## src/rtl/core/wdr_pkg.sv

```systemverilog
`default_nettype none
package wdr_pkg;

  // Defaults for the top-level parameters.
  localparam int CORDIC_STEPS_DEF          = 18;
  localparam int RESULT_FRACTION_BITS_DEF  = 16;

  // Fixed field widths.
  localparam int OUT_W  = 18;
  localparam int ANG_W  = 24;
  localparam int RED_W  = 17;   // reduced angle, below one full turn
  localparam int PH_W   = 20;   // phase sum before reduction
  localparam int X_W    = 34;   // CORDIC vector, Q2.30 with headroom
  localparam int Z_W    = 30;   // CORDIC angle, degrees with 20 fraction bits
  localparam int CS_W   = 32;   // clamped cosine and sine
  localparam int T_W    = 36;   // small-d intermediate

  // Angle constants, degrees with 8 fraction bits.
  localparam int FULL_TURN    = 92160;
  localparam int HALF_TURN    = 46080;
  localparam int QUARTER_TURN = 23040;
  localparam int WRAP_OFFSET  = 8478720;     // 92 full turns
  localparam int RECIP_SHIFT  = 40;
  localparam longint RECIP    = 64'd11930464; // floor(2^40 / 92160)

  // Q2.30 constants.
  localparam longint ONE_Q30  = 64'd1073741824;
  localparam longint GAIN_INV = 64'd652032874;
  localparam longint ROOT_3_8 = 64'd657529896;
  localparam longint ROOT_3_2 = 64'd1315059792;

  typedef enum logic [1:0] {
    MODE_ZERO,
    MODE_ONE,
    MODE_FULL
  } mode_e;

  typedef enum logic [1:0] {
    SH_30,
    SH_31,
    SH_32
  } shift_e;

  typedef enum logic [1:0] {
    POST_NONE,
    POST_R38,
    POST_R32,
    POST_C2
  } post_e;

  typedef struct packed {
    logic signed [X_W-1:0] x;
    logic signed [X_W-1:0] y;
    logic signed [Z_W-1:0] z;
  } rot_t;

  typedef struct packed {
    mode_e             mode;
    logic signed [2:0] k;
    logic signed [2:0] m;
    logic              flip_b;
    logic              flip_p;
  } side_t;

  typedef struct packed {
    mode_e                  mode;
    logic signed [CS_W-1:0] cph;
    logic signed [CS_W-1:0] sph;
  } tail_t;

  // Arctangent of 2^-i in degrees with 20 fraction bits.
  function automatic logic [26:0] atan_deg20(input int unsigned i);
    logic [26:0] v;
    case (i)
      0:  v = 27'd47185920;
      1:  v = 27'd27855475;
      2:  v = 27'd14718068;
      3:  v = 27'd7471121;
      4:  v = 27'd3750058;
      5:  v = 27'd1876857;
      6:  v = 27'd938658;
      7:  v = 27'd469357;
      8:  v = 27'd234682;
      9:  v = 27'd117342;
      10: v = 27'd58671;
      11: v = 27'd29335;
      12: v = 27'd14668;
      13: v = 27'd7334;
      14: v = 27'd3667;
      15: v = 27'd1833;
      16: v = 27'd917;
      17: v = 27'd458;
      18: v = 27'd229;
      19: v = 27'd115;
      20: v = 27'd57;
      21: v = 27'd29;
      22: v = 27'd14;
      23: v = 27'd7;
      24: v = 27'd4;
      25: v = 27'd2;
      26: v = 27'd1;
      default: v = 27'd0;
    endcase
    return v;
  endfunction

endpackage
`default_nettype wire

```

## src/rtl/core/wdr_cordic_cell.sv

```systemverilog
`default_nettype none
// One CORDIC iteration for both rotators, registered.
module wdr_cordic_cell
  import wdr_pkg::*;
#(
  parameter int IDX = 0
) (
  input  wire   clk_i,
  input  wire   rst_ni,
  input  wire   en_i,
  input  wire   vld_i,
  input  side_t side_i,
  input  rot_t  rb_i,
  input  rot_t  rp_i,
  output logic  vld_o,
  output side_t side_o,
  output rot_t  rb_o,
  output rot_t  rp_o
);

  localparam logic signed [Z_W-1:0] ATAN = Z_W'(atan_deg20(IDX));

  logic  vld_q;
  side_t side_q;
  rot_t  rb_q, rp_q, rb_d, rp_d;

  function automatic rot_t step(input rot_t r);
    rot_t o;
    logic signed [X_W-1:0] xs, ys;
    xs = r.x >>> IDX;
    ys = r.y >>> IDX;
    if (!r.z[Z_W-1]) begin
      o.x = r.x - ys;
      o.y = r.y + xs;
      o.z = r.z - ATAN;
    end else begin
      o.x = r.x + ys;
      o.y = r.y - xs;
      o.z = r.z + ATAN;
    end
    return o;
  endfunction

  // Micro-rotation toward a zero residual angle.
  always_comb begin
    rb_d = step(rb_i);
    rp_d = step(rp_i);
  end

  always_ff @(posedge clk_i or negedge rst_ni) begin
    if (!rst_ni) begin
      vld_q <= 1'b0;
    end else if (en_i) begin
      vld_q <= vld_i;
    end
  end

  always_ff @(posedge clk_i) begin
    if (en_i) begin
      side_q <= side_i;
      rb_q   <= rb_d;
      rp_q   <= rp_d;
    end
  end

  assign vld_o  = vld_q;
  assign side_o = side_q;
  assign rb_o   = rb_q;
  assign rp_o   = rp_q;

endmodule
`default_nettype wire

```

## config.mk

```make
export PLATFORM = sky130hd
export DESIGN_NAME = wdr_cordic_cell
export DESIGN_NICKNAME = d
export VERILOG_FILES = /design/src/rtl/core/wdr_pkg.sv /design/src/rtl/core/wdr_cordic_cell.sv
export SDC_FILE = /design/constraint.sdc
export NUM_CORES = 1
export LEC_CHECK = 0
export BUFFER_PORTS_ARGS = -buffer_cell sky130_fd_sc_hd__buf_2
export CAP_MARGIN = 25
export CELL_PAD_IN_SITES_DETAIL_PLACEMENT = 1
export CELL_PAD_IN_SITES_GLOBAL_PLACEMENT = 2
export CORE_MARGIN = 2
export CORE_UTILIZATION = 33
export CTS_CLUSTER_DIAMETER = 60
export DETAILED_ROUTE_END_ITERATION = 12
export PLACE_DENSITY = 0.77
export SYNTH_ARGS = -nofsm -noshare
export SYNTH_HDL_FRONTEND = slang
export SYNTH_SLANG_ARGS = --single-unit
```

## constraint.sdc

```tcl
create_clock -name clk_i -period 1.1 [get_ports clk_i]
set_clock_uncertainty 0.1 [all_clocks]
set_input_delay 0.165 -clock clk_i [delete_from_list [all_inputs] [get_ports clk_i]]
set_output_delay 0.165 -clock clk_i [all_outputs]
set_load 0.01 [all_outputs]
```

=== Word-level counts from Yosys, hierarchy flattened ===
Cells that the tools add are included.

* Output and inout bits: 207
* Logic and storage cells: 24
* Input port bits: 210
* Flip-flop bits (word level): 207

* Add/subtract/negate cells: 10
* Mux-type cells: 2

{| class="wikitable"
|+ Operators with widths
! operator !! number
|-
| 98-bit 2-to-1 mux || 2
|-
| 34-bit subtractor || 4
|-
| 34-bit adder || 2
|-
| 30-bit by 27-bit adder with 30-bit output (second input constant) || 2
|-
| 30-bit by 27-bit subtractor with 30-bit output (second input constant) || 2
|}

=== Logic depth before layout (Yosys ltp) ===
Gate-level depths: netlist of the first run.

* Depth after elaboration: 2
* Depth in mapped cells: 13
* Mapped depth without buffers: 12

=== Worst setup path before layout of the first run ===
Ideal clock, no wire load.

* Kind: in2reg
* From: input rb_i[30] in the netlist's numbering
* To: register rb_q, in the netlist rb_o[56] (data pin)
* Stages: 11
* Library setup time: 0.268 ns
* Data required time: 0.732 ns
* Data arrival time: 2.468 ns
* Buffers on the path: 0
* Path slack: -1.735 ns
* Cell sequence: ha_1 -> fa_1 -> nor2b_1 -> o21a_1 -> o211a_1 -> nor4_1 -> o21ai_1 -> a311o_1 -> a31oi_1 -> mux2i_1 -> xnor2_1

{| class="wikitable"
|+ RTL lines
! item !! RTL line !! RTL
|-
| start, declared || wdr_cordic_cell.sv:13 || <nowiki>input rot_t rb_i,</nowiki>
|-
| end signal, assigned || wdr_cordic_cell.sv:61 || <nowiki>rb_q <= rb_d;</nowiki>
|-
| end, declared || wdr_cordic_cell.sv:25 || <nowiki>rot_t rb_q, rp_q, rb_d, rp_d;</nowiki>
|}

==> metrics.txt, run 1 <==
maximum number of pins on one net before global-route repair=60; critical path cell sequence=buf_8 > ha_4 > buf_6 > buf_6 > nand4_1 > or4_4 > a211oi_4 > a211o_1 > a21o_1 > a21oi_2 > o21a_1 > a211oi_2 > xnor2_1; number of setup violations in the final report=354; clock latency on the worst-skew pair=0.62 ns; Crit path required time=1.36 ns; io pins=417; number of antenna violations at the first check in global routing=12; Static Leak=15.4 nW; clock period minus final worst setup slack=2.51 ns; quantity of hold-fixing buffers added after cts=68; core occupancy in the finished layout=62.6%; core area=0.0549 sq mm; Syn Std Cell Area=0.0182 sq mm; top-area cell type share of the netlist area=33.6%; remaining design rule violation count=0; maximum resistive drop on vdd=1450 uV; startpoint type of the worst setup path=input port; outcome=finished with violations; max-cap violation count=0; share of cells above drive strength 1=56.9%; final hold slack=-0.0730 ns; average cell area after synthesis=8.94 sq um; register area=0.00615 sq mm; final weighted congestion in routability-driven placement=0.938; Final nets=3760; worst setup path category=input port to flip-flop; final antenna-violating net count=0; violations in the final reports=hold timing, setup timing; placed cells=3778; total number of clock tree sinks=205; Total Power Consumption=40.1 mW; areal power density over the cells=1170 mW/mm^2; number of standard-cell rows in the floorplan=86; Routed Wire Length=101000 um; total clock buffers created by CTS=31; Yosys warning total=0; die area=0.0571 sq mm; total half-perimeter wirelength after legalization and detailed placement=66800 um; CTS H-tree depth=1; ys async rst share=0.488%; Clock Pin Slew Worst Setup and Hold Paths=0.06 ns; final worst-path setup slack=-1.41 ns; crit path DAT=2.77 ns; worst hold path class=input port to flip-flop; iteration count of the initial detailed-routing pass=5; setup slack on the worst flop-to-flop path=0.21 ns; Top FF cell, synth=edfxtp_1; ratio of final minimum period to clock period=228%; number of cells in the finished layout apart from fillers=4060; worst-case setup slack after placement=-2.29 ns; hold depth=3; global-route wire length before repair=138000 um; slew of the pin with the lowest slew margin=0.904 ns; per-cell via count in the routed design=5.41; die boundary width=239 um; Crit-path slowest cell=or4_4; element type at the critical path end=flip-flop; number of instances in the synthesized netlist=2038; buffer type at the clock tree root=clkbuf_16; starting utilization of the core area=33.2%; maximum fanout count along the critical path=3; clock tree from TritonCTS=built; dominant cell type by area after synthesis=edfxtp_1; number of distinct library cells after synthesis=81; most repeated library cell on the critical path=buf_6; number of inserted filler cells in the final layout=5934; count of flip-flops with a built-in enable after synthesis=204; critical path depth=13; iteration-0 DRC count of the detailed router=1080; per-cell routed wire length=24.8 um; die height=239 um; cell types occupying the most area after synthesis=edfxtp_1 34%, ha_1 15%, a21oi_1 7.1%; worst path bufs/invs=3; Net Count, Synth=2470; length in cells of the worst reg-to-reg path=1; global router's overall resource usage=31.2%; Multi-input gate area=0.0147 sq mm; number of storage elements in the synthesis netlist=205; total count of max-transition violations in the final report=0; final number of hold-violating endpoints=4; largest stage delay on the critical path=0.65 ns; kind of cell with the highest combined delay on the critical path=compound AO/OA/AOI/OAI gates; Area growth syn-to-layout=88.4%; worst max-slew margin expressed relative to the limit=39.2%; total overflow reported by the global router=0; Peak Freq=398 MHz; Bufs on Longest Clock Path=3; part of the Yosys area used for sequential elements=33.7%; RSZ-0062 raised after global routing=yes; I/O Buffers=416; via count=22000; number of global-route vias before repair=23500
==> flip-flops by register name (all words and copies together) (netlist names) <==
signal and flops:
vld_o 1, rb_o 97, side_o 10, rp_o 97
==> path summary, 6_finish.rpt <==
kind / startpoint / endpoint
setup / recovery: rp_i[75] / rp_o[62]
hold / removal: rp_i[28] / rp_o[29]
setup reg to reg: vld_o / vld_o
hold reg to reg: vld_o / vld_o
max in group asynchronous: rst_ni / vld_o
min in group asynchronous: rst_ni / vld_o
==> layer usage <==
| metal | part of all wire [%] | track usage (%) | routed length, um |
|---|---|---|---|
| met4 | 4.7 | 11.6 | 4710 |
| met5 | 0.071 | 0 | 72 |
| met1 | 38 | 35.2 | 38200 |
| met3 | 5.2 | 5.20 | 5240 |
| met2 | 52 | 58.5 | 52600 |
==> cells in the mapped netlist, types with 10 or more instances <==
library cell and instances:
o211ai_1 21, o21a_1 16, buf_2 23, nand2_1 96, a31oi_1 15, clkbuf_1 43, edfxtp_1 204, xor2_1 17
nand4_1 22, nand3_1 17, a21o_1 55, o21ai_0 137, nor3_1 37, o31ai_1 16, nor4_1 18, ha_1 214
nor2_1 153, a2111oi_0 10, mux2i_1 37, inv_1 204, buf_4 10, a211oi_1 27, a21oi_1 260, xnor2_1 127
nand2b_1 26, buf_1 13, o21bai_1 48, nor2b_1 17
==> metrics by stage <==
step,setup TNS [ns],cell area [sq um]
4_1_cts,-178.01,32400
3_3_place_gp,-225.76,27500
2_1_floorplan,-140.76,19800
6_report,-189.38,34400
3_5_place_dp,-232.76,27500
5_1_grt,-201.49,34300
==> where the power goes <==
| group | internal, mW | switching (mW) |
|---|---|---|
| Combinational | 9.18 | 10.0 |
| Sequential | 10.2 | 0.520 |
| Clock | 5.91 | 4.37 |
| Total | 25.2 | 14.9 |
==> placed cells by master, fill, tap and decap left out, types with 13 or more instances in the layout <==
cell	netlist	final
o21ai_4	0	27
edfxtp_1	204	204
dlygate4sd3_1	0	68
xnor2_1	127	100
xor2_1	17	13
nand2_1	96	75
nand2b_1	26	20
a21o_1	55	53
o21bai_1	48	41
a21oi_1	260	136
mux2i_1	37	23
xnor2_2	0	27
a211oi_2	1	15
buf_8	0	28
inv_2	1	18
buf_4	10	715
o21a_1	16	14
buf_2	23	344
o211ai_1	21	21
a21oi_2	0	89
buf_6	0	161
o21ai_2	0	39
inv_4	0	16
nor2_2	0	17
buf_12	0	27
a21oi_4	0	35
nor3_1	37	24
inv_1	204	156
nor2_1	153	114
o21ai_1	7	31
ha_1	214	159
o21ai_0	137	47
nor2_4	0	22
nand4_1	22	22
clkbuf_16	0	31
ha_4	0	49
==> cells by family after synthesis <==
| logic type | after synthesis | share of synthesized area, % |
|---|---|---|
| adder cells (fa/ha/maj) | 222 | 15.6 |
| flip-flops | 205 | 33.7 |
| AO/OA/AOI/OAI | 688 | 23.5 |
| AND/OR/NAND/NOR | 440 | 11.6 |
| multiplexers | 39 | 2.16 |
| buffers and inverters | 300 | 6.54 |
| XOR/XNOR | 144 | 6.92 |
==> timing repair <==
action / CTS / global route
gates cloned: 1 / 0
setup buffers: 105 / 84
endpoints found under the hold margin: 75 / 4
setup endpoints to repair: 339 / 340
pin swaps: 279 / 230
resized for setup: 559 / 321
==> final cells by class <==
cell class                      count  share of cell area [%]
Antenna cell                        6                  0.0437
Clock buffer                       33                    2.28
Clock inverter                     22                   0.692
Inverter                          211                    2.89
Multi-Input combinational cell   1533                    42.8
Sequential cell                   205                    17.9
Tap cell                          704                    2.56
Timing Repair Buffer             1346                    30.8
Note: power is estimated with default switching activity, not from simulation.
==> run 2, diff against run 1 <==
--- a/config.mk
+++ b/config.mk
@@ -5,7 +5,7 @@
 export SDC_FILE = /design/constraint.sdc
 export NUM_CORES = 1
 export LEC_CHECK = 0
-export BUFFER_PORTS_ARGS = -buffer_cell sky130_fd_sc_hd__buf_2
+export BUFFER_PORTS_ARGS = -buffer_cell sky130_fd_sc_hd__clkbuf_2
 export CAP_MARGIN = 25
 export CELL_PAD_IN_SITES_DETAIL_PLACEMENT = 1
 export CELL_PAD_IN_SITES_GLOBAL_PLACEMENT = 2
==> run 2 against run 1 <==
  * The flow still finishes with violations (hold timing, setup timing)
  * Sequential share of layout area grew 0.49 points
  * Non-clock buffer count shrank 13
  * Clock power shrank 9%
==> metrics.txt, run 2 (synthesis gave the netlist of run 1 again) <==
Switching Power=14.4 mW (-3.2%); most heavily used metal layer in global routing=met2; element type at the critical path end=flip-flop; slew of the pin with the lowest slew margin=0.740 ns (-0.163 ns); final weighted congestion in routability-driven placement=0.937 (-0.11%); share of cells above drive strength 1=55.2% (-1.7 points); Peak Freq=382 MHz (-3.9%); most common cell after layout, fill and taps aside=buf_4; quantity of hold-fixing buffers added after cts=63 (-7.4%); maximum number of pins on one net before global-route repair=72 (+20%); Routed Wire Length=98300 um (-2.5%); total clock buffers created by CTS=29 (-6.5%); placed cells=3801 (+0.61%); P_int=24.0 mW (-4.8%); clock network power share=24.3% (-1.3 points); number of antenna violations at the first check in global routing=12 (unchanged); clock period minus final worst setup slack=2.61 ns (+0.102 ns); violations in the final reports=hold timing, setup timing; portion of total power attributed to combinational logic=47.8% (about the same); number of setup violations in the final report=346 (-2.3%); Crit path required time=1.34 ns (-0.02 ns); final antenna-violating net count=0 (unchanged); total count of max-transition violations in the final report=0 (unchanged); Clock Pin Slew Worst Setup and Hold Paths=0.06 ns (about the same); remaining design rule violation count=0 (unchanged); highest-count cells in the layout ignoring fill and taps=738 x buf_4, 367 x clkbuf_2, 204 x edfxtp_1; final number of hold-violating endpoints=2 (-2); startpoint type of the worst setup path=input port; post-route setup TNS=-196.75 ns (-7.37 ns); Bufs on Longest Clock Path=3 (unchanged); buffer type at the clock tree root=clkbuf_16; final worst-path setup slack=-1.51 ns (-0.102 ns); starting utilization of the core area=33.2% (unchanged); final hold slack=-0.0488 ns (+0.0242 ns); total number of clock tree sinks=205 (unchanged); Area growth syn-to-layout=83.4%; I/O Buffers=416 (unchanged); number of global-route vias before repair=23400 (-0.26%); global router's overall resource usage=30.9% (-0.35 points); number of cells in the finished layout apart from fillers=4045 (-0.37%); global routing usage on met3=4.58% (-0.61 points); worst setup path category=input port to flip-flop; clock latency on the worst-skew pair=0.60 ns (-0.02 ns); met2 layer usage reported by global route=58.3% (-0.22 points); worst max-slew margin expressed relative to the limit=50.2% (+11 points); core occupancy in the finished layout=60.9% (-1.7 points); via count=21800 (-0.60%); io pins=417 (unchanged); placed instance area=0.0278 sq mm (+0.76%); core area=0.0549 sq mm (unchanged); maximum fanout count along the critical path=3 (unchanged); switching part of the total power=37.5% (+0.41 points); register area=0.00615 sq mm (unchanged); die height=239 um (unchanged); met1 track demand over resource=34.8% (-0.42 points); total half-perimeter wirelength after legalization and detailed placement=66900 um (+0.18%); crit path DAT=2.86 ns (+0.09 ns); number of inserted filler cells in the final layout=6116 (+3.1%); Post-Layout Inst Area=0.0334 sq mm (-2.7%); iteration-0 DRC count of the detailed router=1177 (+9.0%); max-cap violation count=0 (unchanged); areal power density over the cells=1150 mW/mm^2 (-1.6%); iteration count of the initial detailed-routing pass=5 (unchanged); die boundary width=239 um (unchanged); Multi-input gate area=0.0143 sq mm (-2.8%); total overflow reported by the global router=0 (unchanged); RSZ-0062 raised after global routing=yes; per-cell via count in the routed design=5.40 (-0.23%); per-cell routed wire length=24.3 um (-2.1%); Flop pwr share=27.9% (+1.3 points); maximum resistive drop on vdd=1300 uV (-9.9%); outcome=finished with violations; Final nets=3745 (-0.40%); number of standard-cell rows in the floorplan=86 (unchanged); Static Leak=15.2 nW (-1.3%); worst hold path class=input port to flip-flop; ratio of final minimum period to clock period=238% (+9.3 points); clock tree from TritonCTS=built; global-route wire length before repair=137000 um (-0.92%); die area=0.0571 sq mm (unchanged); CTS H-tree depth=1 (unchanged); Total Power Consumption=38.5 mW (-4.2%)
## run 2: timing repair
item                                    CTS  global route
pin swaps                               216           212
hold endpoints to repair                 82             1
resized for setup                       393           309
endpoints found under the setup margin  340           345
buffers inserted                         81            69
## run 2: worst max-delay path, stage by stage
cell and delay, ns:
clkbuf_16 0.13, buf_12 0.13, inv_12 0.05, ha_4 0.13, fa_2 0.21, nor2b_2 0.06, o2111a_1 0.30, a211oi_4 0.29
a21oi_4 0.16, a211o_1 0.34, a221o_1 0.36, a211oi_2 0.32, a21o_1 0.14, xnor2_1 0.08
## run 2: area by class of cell
cell class	instances	area share, %
multi-input cells	1533	42.7
clock inverters	19	0.516
repair buffers	1333	30.5
clock buffers	33	2.22
flip-flops and latches	205	18.4
inverters	211	2.93
diodes	7	0.0524
well taps	704	2.63
## run 2: path summary, 6_finish.rpt
check	startpoint	end	slack, ns	cells past startpoint
hold reg to reg	vld_o	vld_o	0.56	2
hold / removal	rp_i[28]	rp_o[29]	-0.05	3
setup / recovery	rp_i[64]	rp_o[86]	-1.51	14
setup reg to reg	vld_o	vld_o	0.10	2
min in group asynchronous	rst_ni	vld_o	0.32	3
max in group asynchronous	rst_ni	vld_o	0.46	3
## run 2: power by group through the flow
| stage | sequential, mW | combinational, mW | clock [mW] |
|---|---|---|---|
| 3_5_place_dp | 10.8 | 14.3 | 0 |
| 6_report | 10.7 | 18.4 | 9.35 |
| 3_3_place_gp | 10.7 | 14.0 | 0 |
| 2_1_floorplan | 11.2 | 6.38 | 0 |
| 5_1_grt | 10.8 | 19.3 | 9.81 |
| 4_1_cts | 10.6 | 16.3 | 9.34 |
## run 2: per-layer routing
metal | part of all wire [%] | wire, um | vias up
met4 | 4.6 | 4490 | 10
met1 | 38 | 37000 | 10900
met2 | 53 | 51700 | 744
li1 | - | - | 9877
met5 | 0.066 | 65 | -
met3 | 5.1 | 5060 | 278
## run 2: metrics by stage
stage / setup slack [ns] / hold slack, ns
floorplan: -1.57 / -0.231
global placement: -2.34 / -0.160
detailed placement: -2.42 / -0.159
CTS: -1.36 / -0.112
global route: -1.55 / -0.0592
finish: -1.51 / -0.0488
